[src/q2e_pkg.sv]
// Shared constants, angle table, pipeline data types for the quaternion to Euler block.
package q2e_pkg;

	localparam int CORDIC_STEPS = 16;
	localparam int SHW = $clog2(CORDIC_STEPS);

	// formula terms: 2^28 = 1.0
	localparam int TW = 34;
	localparam int T2W = 30;
	// CORDIC datapath and Q30 angle
	localparam int CW = 36;
	localparam int AW = 35;
	// square root unit
	localparam int SQW = 58;
	localparam int ROOT_BITS = 29;
	localparam int BPW = 5;

	localparam logic signed [TW-1:0] ONE_Q28 = TW'(64'sd1 <<< 28);
	localparam logic [SQW-1:0] ONE_Q56 = SQW'(64'd1 << 56);
	localparam logic signed [AW-1:0] PI_Q30 = 35'sd3373259426;

	localparam logic [31:0] ATAN_Q30 [0:31] = '{
		32'h3243F6A8, 32'h1DAC6705, 32'h0FADBAFC, 32'h07F56EA6, 32'h03FEAB76, 32'h01FFD55B,
		32'h00FFFAAA, 32'h007FFF55, 32'h003FFFEA, 32'h001FFFFD, 32'h000FFFFF, 32'h0007FFFF,
		32'h0003FFFF, 32'h0001FFFF, 32'h0000FFFF, 32'h00007FFF, 32'h00003FFF, 32'h00001FFF,
		32'h00000FFF, 32'h000007FF, 32'h000003FF, 32'h000001FF, 32'h000000FF, 32'h0000007F,
		32'h0000003F, 32'h0000001F, 32'h0000000F, 32'h00000008, 32'h00000004, 32'h00000002,
		32'h00000001, 32'h00000000
	};

	// atan2 arguments riding along the square root chain
	typedef struct packed {
		logic signed [TW-1:0]  t0;
		logic signed [TW-1:0]  t1;
		logic signed [T2W-1:0] t2;
		logic signed [TW-1:0]  t3;
		logic signed [TW-1:0]  t4;
		logic                  clamped;
	} ang_args_t;

	typedef struct packed {
		logic [SQW-1:0] rem;
		logic [SQW-1:0] res;
	} sqrt_st_t;

	typedef struct packed {
		logic signed [CW-1:0] x;
		logic signed [CW-1:0] y;
		logic signed [AW-1:0] z;
		logic                 hold;
	} lane_t;

endpackage

[src/q2e_sqrt_cell.sv]
// One digit of the pipelined integer square root; carries the atan2 arguments along.
module q2e_sqrt_cell (
	input  logic                        clk,
	input  logic                        en,
	input  logic [q2e_pkg::BPW-1:0]     bit_pos,
	input  q2e_pkg::sqrt_st_t           sq_in,
	input  q2e_pkg::ang_args_t          args_in,
	output q2e_pkg::sqrt_st_t           sq_q,
	output q2e_pkg::ang_args_t          args_q
);
	import q2e_pkg::*;

	logic [SQW-1:0] bitv;
	logic [SQW-1:0] trial;
	sqrt_st_t sq_n;

	always_comb begin
		bitv  = SQW'(1) << {bit_pos, 1'b0};
		trial = sq_in.res + bitv;
		if (sq_in.rem >= trial) begin
			sq_n.rem = sq_in.rem - trial;
			sq_n.res = (sq_in.res >> 1) + bitv;
		end else begin
			sq_n.rem = sq_in.rem;
			sq_n.res = sq_in.res >> 1;
		end
	end

	always_ff @(posedge clk) begin
		if (en) begin
			sq_q   <= sq_n;
			args_q <= args_in;
		end
	end

endmodule

[config.mk]
export PLATFORM = sky130hd
export DESIGN_NAME = q2e_sqrt_cell
export DESIGN_NICKNAME = d
export VERILOG_FILES = /design/src/q2e_pkg.sv /design/src/q2e_sqrt_cell.sv
export SDC_FILE = /design/constraint.sdc
export NUM_CORES = 1
export LEC_CHECK = 0
export BUFFER_PORTS_ARGS = -buffer_cell sky130_fd_sc_hd__buf_2
export CAP_MARGIN = 20
export CORE_AREA = 2 2 224 226
export CTS_CLUSTER_SIZE = 16
export DETAILED_ROUTE_END_ITERATION = 10
export DIE_AREA = 0 0 226 228
export HOLD_SLACK_MARGIN = 0.02
export MAX_ROUTING_LAYER = met4
export SKIP_LAST_GASP = 1
export SYNTH_ARGS = -nofsm -noshare
export SYNTH_HDL_FRONTEND = slang
export SYNTH_SLANG_ARGS = --single-unit
[constraint.sdc]
create_clock -name clk -period 5.8 [get_ports clk]
set_input_delay 0.29 -clock clk [delete_from_list [all_inputs] [get_ports clk]]
set_output_delay 0.29 -clock clk [all_outputs]
set_load 0.02 [all_outputs]
==> impl_metrics.tcl <==
set metrics [dict create \
    status "completed" \
    drt_pre_antenna_iters 5 \
    rsz0062_at_grt "false" \
    multiInputGateArea_sq_mm 0.00937 \
    cpPeakStageDelay_ps 560 \
    place_area_sq_mm 0.0237 \
    fmax_mhz 179 \
    rows 82 \
    synth_cells 1831 \
    cts_buffers 35 \
    synth_area_leader_cell "edfxtp_1" \
    routabilityCongestion 0.957 \
    crit_type "primary input to register" \
    dpl.hpwl_mm 59.5 \
    ys_seq_area_frac 0.462 \
    p_leak_uw 0.0115 \
    ios 573 \
    maxSlewHeadroom 0.339 \
    overflow 0 \
    worstSetupStartpointType "primary input" \
    finalSetupViolations 0 \
    hold_path_depth 3 \
    vias_per_cell 5.29 \
    fp.dieArea_sq_mm 0.0515 \
    fin_nets 3159 \
    worst_pin_slew_ps 966 \
    design_area_sq_mm 0.0267 \
    grt.total_usage 0.293 \
    antenna_found_initial 8 \
    drt_iter0_drc 1227 \
    clk_pin_slew_worst_paths_ps 60 \
    ff_latch_area_sq_mm 0.00850 \
    ys_types 93 \
    htreeDepth 2 \
    ys_ff_latch 283 \
    netlist_top_cells_area "edfxtp_1 46%, ha_1 6.7%, xnor2_1 5.4%" \
    cp_data_arrival_time_ps 5870 \
    syn_avg_cell_area_sq_um 10.0 \
    synth_flop_cell "edfxtp_1" \
    initial_core_util 0.372 \
    ant_nets 0 \
    clock_tree.root_cell "clkbuf_16" \
    power_density_mw_per_mm2 255 \
    n_fill_cell 4466 \
    critPathSlowestCell "or4_1" \
    synth_common_cells "283 x edfxtp_1, 164 x nand2_1, 164 x nor2_1, 158 x a21oi_1, 114 x xnor2_1" \
    maxSlewViolCount 0 \
    cap_violations 0 \
    finalCriticalPeriod_ps 5580 \
    endpoint_kind "register" \
    port_buffers 572 \
    finalWirelength_mm 75.5 \
    peakVddDrop_v 0.000188 \
    core_area_sq_mm 0.0493 \
    synth_nets 2220 \
    crit_path_frequent_cell "buf_4" \
    grt_pass1_vias 18066 \
    layout-drive-gt1-share 0.341 \
    syn-cell-area_sq_mm 0.0184 \
    max-clock-path-buffers 3 \
    cp.required_ps 6090 \
    netlist.area_leader.share 0.462 \
    grt_max_degree 167 \
    synthArstFlopShare 0 \
    cts_num_sinks 283 \
    finalHoldViolations 0 \
    whs_endpoint "sq_q[104]" \
    synth.most_common_cell "edfxtp_1" \
    fin_crit_sh 0.962 \
    cp_max_fo 27 \
    cts_tree "built" \
    ys_warn_count 0 \
    grt_pass1_wl_mm 110 \
    min_from "sq_in[104]" \
    synth_edf_count 283 \
    vias 18374 \
    pre_cts_slack_ps -399 \
    avgRoutedWirePerCell_um 21.7 \
    area_delta_synth_final_pct 45.1 \
    tns_ps 0 \
    setup_ws_ps 220 \
    route.detailed.drc 0 \
    die_h_um 228 \
    hp-class "primary input to register" \
    chipWidth_um 226 \
]
-- cell families (layout without fill, tap and decap cells) --
| group | after synthesis | count (layout) | share of synthesized area |
|---|---|---|---|
| simple gates | 577 | 577 | 0.154 |
| compound gates | 549 | 549 | 0.196 |
| flops | 283 | 283 | 0.462 |
| xor+xnor | 179 | 179 | 0.0857 |
| buf+inv | 137 | 1103 | 0.0309 |
| fa+ha+maj | 104 | 104 | 0.0705 |
| mux | 2 | 2 | 0.00116 |
| other cells | 0 | 7 | 0 |
-- stage by stage --
step	util	power, uW	hold WS, ps	instances
floorplan	-	3560	389	1831
global placement	0.480	4410	467	3233
detailed placement	0.480	4410	468	3233
CTS	0.538	6850	26.9	3464
global route	0.540	7080	72.5	3476
finish	0.540	6810	69.6	3476
-- cell type report --
class	count	area share
antenna	7	0.000657
clock inverter	24	0.0107
sequential	283	0.319
inverter	46	0.00648
multi-input combinational	1411	0.352
clock buffer	40	0.0344
timing repair buffer	993	0.246
tap	672	0.0315
-- worst max-delay path by stage --
stage	startpoint	end	depth (start not counted)
after global routing	bit_pos[0]	sq_q[81]	26
after detailed placement	bit_pos[0]	sq_q[114]	30
after CTS	bit_pos[0]	sq_q[112]	31
final	bit_pos[0]	sq_q[81]	25
after global placement	bit_pos[0]	sq_q[114]	30
after floorplan	bit_pos[2]	sq_q[81]	25
-- placed cells by master (no fill, tap or decap), types with 6 or more instances in the layout --
master / n
nor2_2: 7
nor2_1: 162
a31oi_1: 40
nand3b_1: 7
buf_2: 571
clkbuf_16: 36
inv_1: 46
xor2_1: 64
and4_1: 6
nand3_1: 37
a211oi_1: 10
and2_1: 21
a31o_2: 19
nand2b_1: 11
a21oi_1: 154
buf_4: 244
diode_2: 7
nand4_1: 36
a21boi_0: 9
and3_1: 16
nor3_1: 40
o21ai_0: 96
a41oi_1: 7
o31ai_1: 18
o21ai_1: 16
a21o_1: 50
ha_1: 98
nor4_1: 12
nor2b_1: 15
o21a_1: 19
nand2_1: 164
dlygate4sd3_1: 168
buf_12: 8
o22ai_1: 6
xnor2_1: 114
edfxtp_1: 283
o21bai_1: 31
o211ai_1: 7
or2_2: 6
-- worst max-delay path: cells and delay by family --
kind            cells  cell delay, ps
xor+xnor            1             280
compound gates      8            1720
buf+inv             6             900
mux                 1             360
fa+ha+maj           2             500
simple gates        7            1780
-- metal layers --
layer	wire length [um]	track usage
met2	37000	0.491
met1	31300	0.357
met5	0	-
met4	3260	0.123
met3	4050	0.0321
-- power breakdown --
group	internal [uW]	switching [uW]	leakage [uW]
clock network	1370	932	0.000574
logic	779	1160	0.00815
registers	2500	62.5	0.00277
total	4660	2160	0.0115
-- state kept, by name, summed over array words and instances, names as in the netlist --
signal  cells
sq_q      116
args_q    167
-- what timing repair did --
action,CTS,global route
hold buffers,167,1
hold endpoints to repair,167,1
setup endpoints to repair,0,116
resized for setup,0,17
buffers inserted,0,4
Power figures use the tool's default switching activity.
