`src/q2e_pkg.sv`:
```
// Shared constants, angle table, pipeline data types for the quaternion to Euler block.
package q2e_pkg;

	localparam int CORDIC_STEPS = 16;
	localparam int SHW = $clog2(CORDIC_STEPS);

	// formula terms: 2^28 = 1.0
	localparam int TW = 34;
	localparam int T2W = 30;
	// CORDIC datapath and Q30 angle
	localparam int CW = 36;
	localparam int AW = 35;
	// square root unit
	localparam int SQW = 58;
	localparam int ROOT_BITS = 29;
	localparam int BPW = 5;

	localparam logic signed [TW-1:0] ONE_Q28 = TW'(64'sd1 <<< 28);
	localparam logic [SQW-1:0] ONE_Q56 = SQW'(64'd1 << 56);
	localparam logic signed [AW-1:0] PI_Q30 = 35'sd3373259426;

	localparam logic [31:0] ATAN_Q30 [0:31] = '{
		32'h3243F6A8, 32'h1DAC6705, 32'h0FADBAFC, 32'h07F56EA6, 32'h03FEAB76, 32'h01FFD55B,
		32'h00FFFAAA, 32'h007FFF55, 32'h003FFFEA, 32'h001FFFFD, 32'h000FFFFF, 32'h0007FFFF,
		32'h0003FFFF, 32'h0001FFFF, 32'h0000FFFF, 32'h00007FFF, 32'h00003FFF, 32'h00001FFF,
		32'h00000FFF, 32'h000007FF, 32'h000003FF, 32'h000001FF, 32'h000000FF, 32'h0000007F,
		32'h0000003F, 32'h0000001F, 32'h0000000F, 32'h00000008, 32'h00000004, 32'h00000002,
		32'h00000001, 32'h00000000
	};

	// atan2 arguments riding along the square root chain
	typedef struct packed {
		logic signed [TW-1:0]  t0;
		logic signed [TW-1:0]  t1;
		logic signed [T2W-1:0] t2;
		logic signed [TW-1:0]  t3;
		logic signed [TW-1:0]  t4;
		logic                  clamped;
	} ang_args_t;

	typedef struct packed {
		logic [SQW-1:0] rem;
		logic [SQW-1:0] res;
	} sqrt_st_t;

	typedef struct packed {
		logic signed [CW-1:0] x;
		logic signed [CW-1:0] y;
		logic signed [AW-1:0] z;
		logic                 hold;
	} lane_t;

endpackage

```
`src/q2e_cordic_cell.sv`:
```
// One vectoring CORDIC micro-rotation for one atan2 lane.
module q2e_cordic_cell (
	input  logic                     clk,
	input  logic                     en,
	input  logic [q2e_pkg::SHW-1:0]  shift,
	input  logic [31:0]              step_angle,
	input  q2e_pkg::lane_t           lane_in,
	output q2e_pkg::lane_t           lane_q
);
	import q2e_pkg::*;

	logic signed [CW-1:0] xs, ys;
	logic signed [AW-1:0] da;
	lane_t lane_n;

	always_comb begin
		xs = lane_in.x >>> shift;
		ys = lane_in.y >>> shift;
		da = $signed({{(AW-32){1'b0}}, step_angle});
		lane_n = lane_in;
		if (!lane_in.hold) begin
			if (lane_in.y > 0) begin
				lane_n.x = lane_in.x + ys;
				lane_n.y = lane_in.y - xs;
				lane_n.z = lane_in.z + da;
			end else begin
				lane_n.x = lane_in.x - ys;
				lane_n.y = lane_in.y + xs;
				lane_n.z = lane_in.z - da;
			end
		end
	end

	always_ff @(posedge clk) begin
		if (en) begin
			lane_q <= lane_n;
		end
	end

endmodule

```
`config.mk`:
```
export PLATFORM = sky130hd
export DESIGN_NAME = q2e_cordic_cell
export DESIGN_NICKNAME = d
export VERILOG_FILES = /design/src/q2e_pkg.sv /design/src/q2e_cordic_cell.sv
export SDC_FILE = /design/constraint.sdc
export NUM_CORES = 1
export LEC_CHECK = 0
export BUFFER_PORTS_ARGS = -buffer_cell sky130_fd_sc_hd__buf_2
export CAP_MARGIN = 5
export CORE_MARGIN = 8
export CORE_UTILIZATION = 28
export DETAILED_ROUTE_END_ITERATION = 16
export GPL_ROUTABILITY_DRIVEN = 0
export GPL_TIMING_DRIVEN = 0
export PLACE_DENSITY = 0.43
export SLEW_MARGIN = 20
export SYNTH_ARGS = -nofsm -noshare
export SYNTH_HDL_FRONTEND = slang
export SYNTH_SLANG_ARGS = --single-unit
```
`constraint.sdc`:
```
create_clock -name clk -period 14.4 [get_ports clk]
set_input_delay 2.16 -clock clk [delete_from_list [all_inputs] [get_ports clk]]
set_output_delay 2.16 -clock clk [all_outputs]
set_load 0.03 [all_outputs]
```
==> summary.txt <==
Run status
  – Status: finished, final reports clean

Clocking
  – Post-CTS sizing: 0
  – Clock buffer count from CTS: 9
  – CTS tree: done
  – Worst-path clk slew: 0.09 ns
  – H-tree Lvls: 3
  – Hold buffers post-CTS: 0
  – Bufs on Longest Clock Path: 2
  – Root Buffer: clkbuf_16
  – Post CTS Setup Buffer Count: 0
  – CTS Sinks: 108

Routing
  – DRT Wirelength: 67.6 mm
  – Wire per inst: 23.2 microns
  – Via density: 5.48
  – DR pass1 iterations: 5
  – Routed Antenna Nets: 0
  – Routed vias: 15967
  – DR iter-0 viols: 1305
  – DRC: 0

Run
  – Max Cap Violations: 0

Synthesis
  – Synth Cell Area: 0.0157 sq mm
  – Yosys warns: 0
  – Top FF cell, synth: edfxtp_1
  – Mapped Nets: 2148
  – Area contributors post-synth: edfxtp_1 21%, ha_1 8.6%, mux4_2 7.2%
  – Count leader, synth: nand2_1
  – Register area share after synthesis: 0.207
  – Avg Synthesized Cell Area: 8.30 sq um
  – Synth cell types: 91
  – Area leader, netlist: edfxtp_1
  – Number of synthesized flops with an enable pin: 108
  – Synth Register Bits: 108
  – Cells after Synth: 1891
  – FFs w/ async S/R, synth: 0
  – Post-synth top area share: 0.207
  – Synth top cells by count: 286 x nand2_1, 191 x o21ai_0, 135 x a21oi_1

Floorplanning
  – Initial Util: 0.281
  – Die W: 253 microns
  – Number of primary I/O pins: 254
  – Die span in y: 253 microns
  – Die area: 0.0639 sq mm
  – Core region area: 0.0560 sq mm
  – FP Rows: 87

Worst setup path
  – Kind of cell adding the most delay to the critical path: buffers and inverters
  – CP Capture Type: flip-flop
  – Startpoint class of the critical path: input pin
  – WP data arrival: 10.49 ns
  – Most used cell, CP: a21oi_1
  – CP required: 14.53 ns
  – Largest stage delay on the critical path: 0.60 ns
  – CP max stage cell: or4_4
  – Crit-path max FO: 10
  – WS Path Type: in -> reg
  – Start point of the critical path: shift[1]
  – Worst path buffer plus inverter count: 8
  – CP Depth: 27
  – CP endpoint: lane_q[107]

Timing
  – FMAX: 96.5 MHz
  – Final Cycle Share: 0.720
  – Final Setup Violations: 0
  – Max-Slew Margin vs Limit: 0.196
  – Final hold vios: 0
  – RSZ-0062 raised after global routing: false
  – Final Critical Period: 10.36 ns
  – Worst Slack Setup Final: 4.04 ns
  – TNS Setup: 0 ns
  – Final max-slew violation count: 0
  – Tightest Pin Transition: 1.21 ns

Min path
  – Worst hold path type: in -> reg
  – HP Start: lane_in[1]

Layout
  – Max reg flops: 108
  – Design Area, Final: 0.0182 sq mm
  – Regs by FF count: lane_q (108)
  – Multi-input logic area: 0.0118 sq mm
  – Number of fill cells in the layout: 6062
  – Most flop-heavy register: lane_q
  – Fin nets: 2410
  – Ratio of cells with drive above 1 in the final layout: 0.189
  – P&R area growth vs syn: 16.2%
  – Seq. cell area: 0.00324 sq mm

Pwr
  – Static Leakage: 7.54 nW
  – PwrDens: 94.5 mW/mm^2
  – Maximum vdd ir drop: 0.0656 mV

Global route
  – Vias in the first global route: 15787
  – GR Util All Layers: 0.206
  – Initial antenna violation count: 6
  – Largest net degree at the start of global routing: 69
  – First-pass GRT wire length: 100 mm
  – Total gr overflow: 0

Placement
  – Hpwl dp: 55.1 mm
  – Placed Area: 0.0179 sq mm
  – Buffers on Ports: 250
  – DP Worst Slack: 3.90 ns
## routing by layer
layer,up-vias,track usage,share of wire
met5,-,0,0.00043
met4,4,0.0643,0.030
met3,90,0.0296,0.061
met2,594,0.353,0.48
met1,7660,0.265,0.43
li1,7619,-,-
## stage by stage
step / util / hold WS (ns) / power [mW] / cells
after global placement: 0.320 / 2.47 / 1.45 / 2897
after detailed placement: 0.321 / 2.47 / 1.45 / 2898
after CTS: 0.326 / 2.01 / 1.74 / 2914
after floorplan: - / 2.26 / 1.15 / 1891
after global routing: 0.326 / 2.04 / 1.85 / 2915
final: 0.326 / 2.04 / 1.72 / 2915
## report_power, final
group / switching, mW / total [mW] / internal [mW]
registers: 0.0134 / 0.428 / 0.415
clock network: 0.141 / 0.278 / 0.137
logic: 0.639 / 1.02 / 0.380
total: 0.793 / 1.72 / 0.932
## cell usage in the layout, fill, tap and decap left out, types with 8 or more instances in the layout
cell type / instances
mux4_2: 50
o211ai_1: 8
edfxtp_1: 108
nand2_1: 286
or4_1: 10
a21o_1: 56
clkbuf_1: 60
and2_1: 25
o21a_1: 22
nand2b_1: 25
mux2_2: 30
a31oi_1: 31
nor2_1: 110
mux2i_1: 59
a211oi_1: 14
nor2b_1: 15
or3_1: 9
xnor2_1: 86
and3_1: 17
nand4_1: 10
or2_2: 10
nand3_1: 28
a21oi_1: 135
nor3_1: 31
o21bai_1: 15
buf_2: 263
ha_1: 108
nor4_1: 13
inv_1: 40
o21ai_0: 191
o31ai_1: 28
clkbuf_16: 9
buf_1: 8
buf_6: 8
xor2_1: 95
## logic make-up after synthesis
logic type                 count (synthesis)  synth area share
xor gates and xnor gates                 181             0.101
DFF                                      108             0.207
and+or+nand+nor                          613             0.182
adders and majority gates                111            0.0899
buffers and inverters                    137            0.0403
AOI/OAI and AO/OA                        596             0.240
muxes                                    145             0.140
## area by class of cell
class | count | share of cell area
clock inverter | 6 | 0.00384
timing repair buffer | 251 | 0.0704
multi-input combinational | 1646 | 0.648
tap | 756 | 0.0519
sequential | 108 | 0.178
clock buffer | 10 | 0.0126
antenna | 1 | 0.000137
buffer | 94 | 0.0261
inverter | 43 | 0.00885
## worst min path at each step
| stage | depth (start not counted) | end |
|---|---|---|
| 5_1_grt | 3 | lane_q[1] |
| 6_report | 3 | lane_q[1] |
| 4_1_cts | 3 | lane_q[1] |
| 2_1_floorplan | 0 | lane_q[0] |
| 3_5_place_dp | 3 | lane_q[1] |
| 3_3_place_gp | 3 | lane_q[1] |
(Power assumes the default switching activity.)
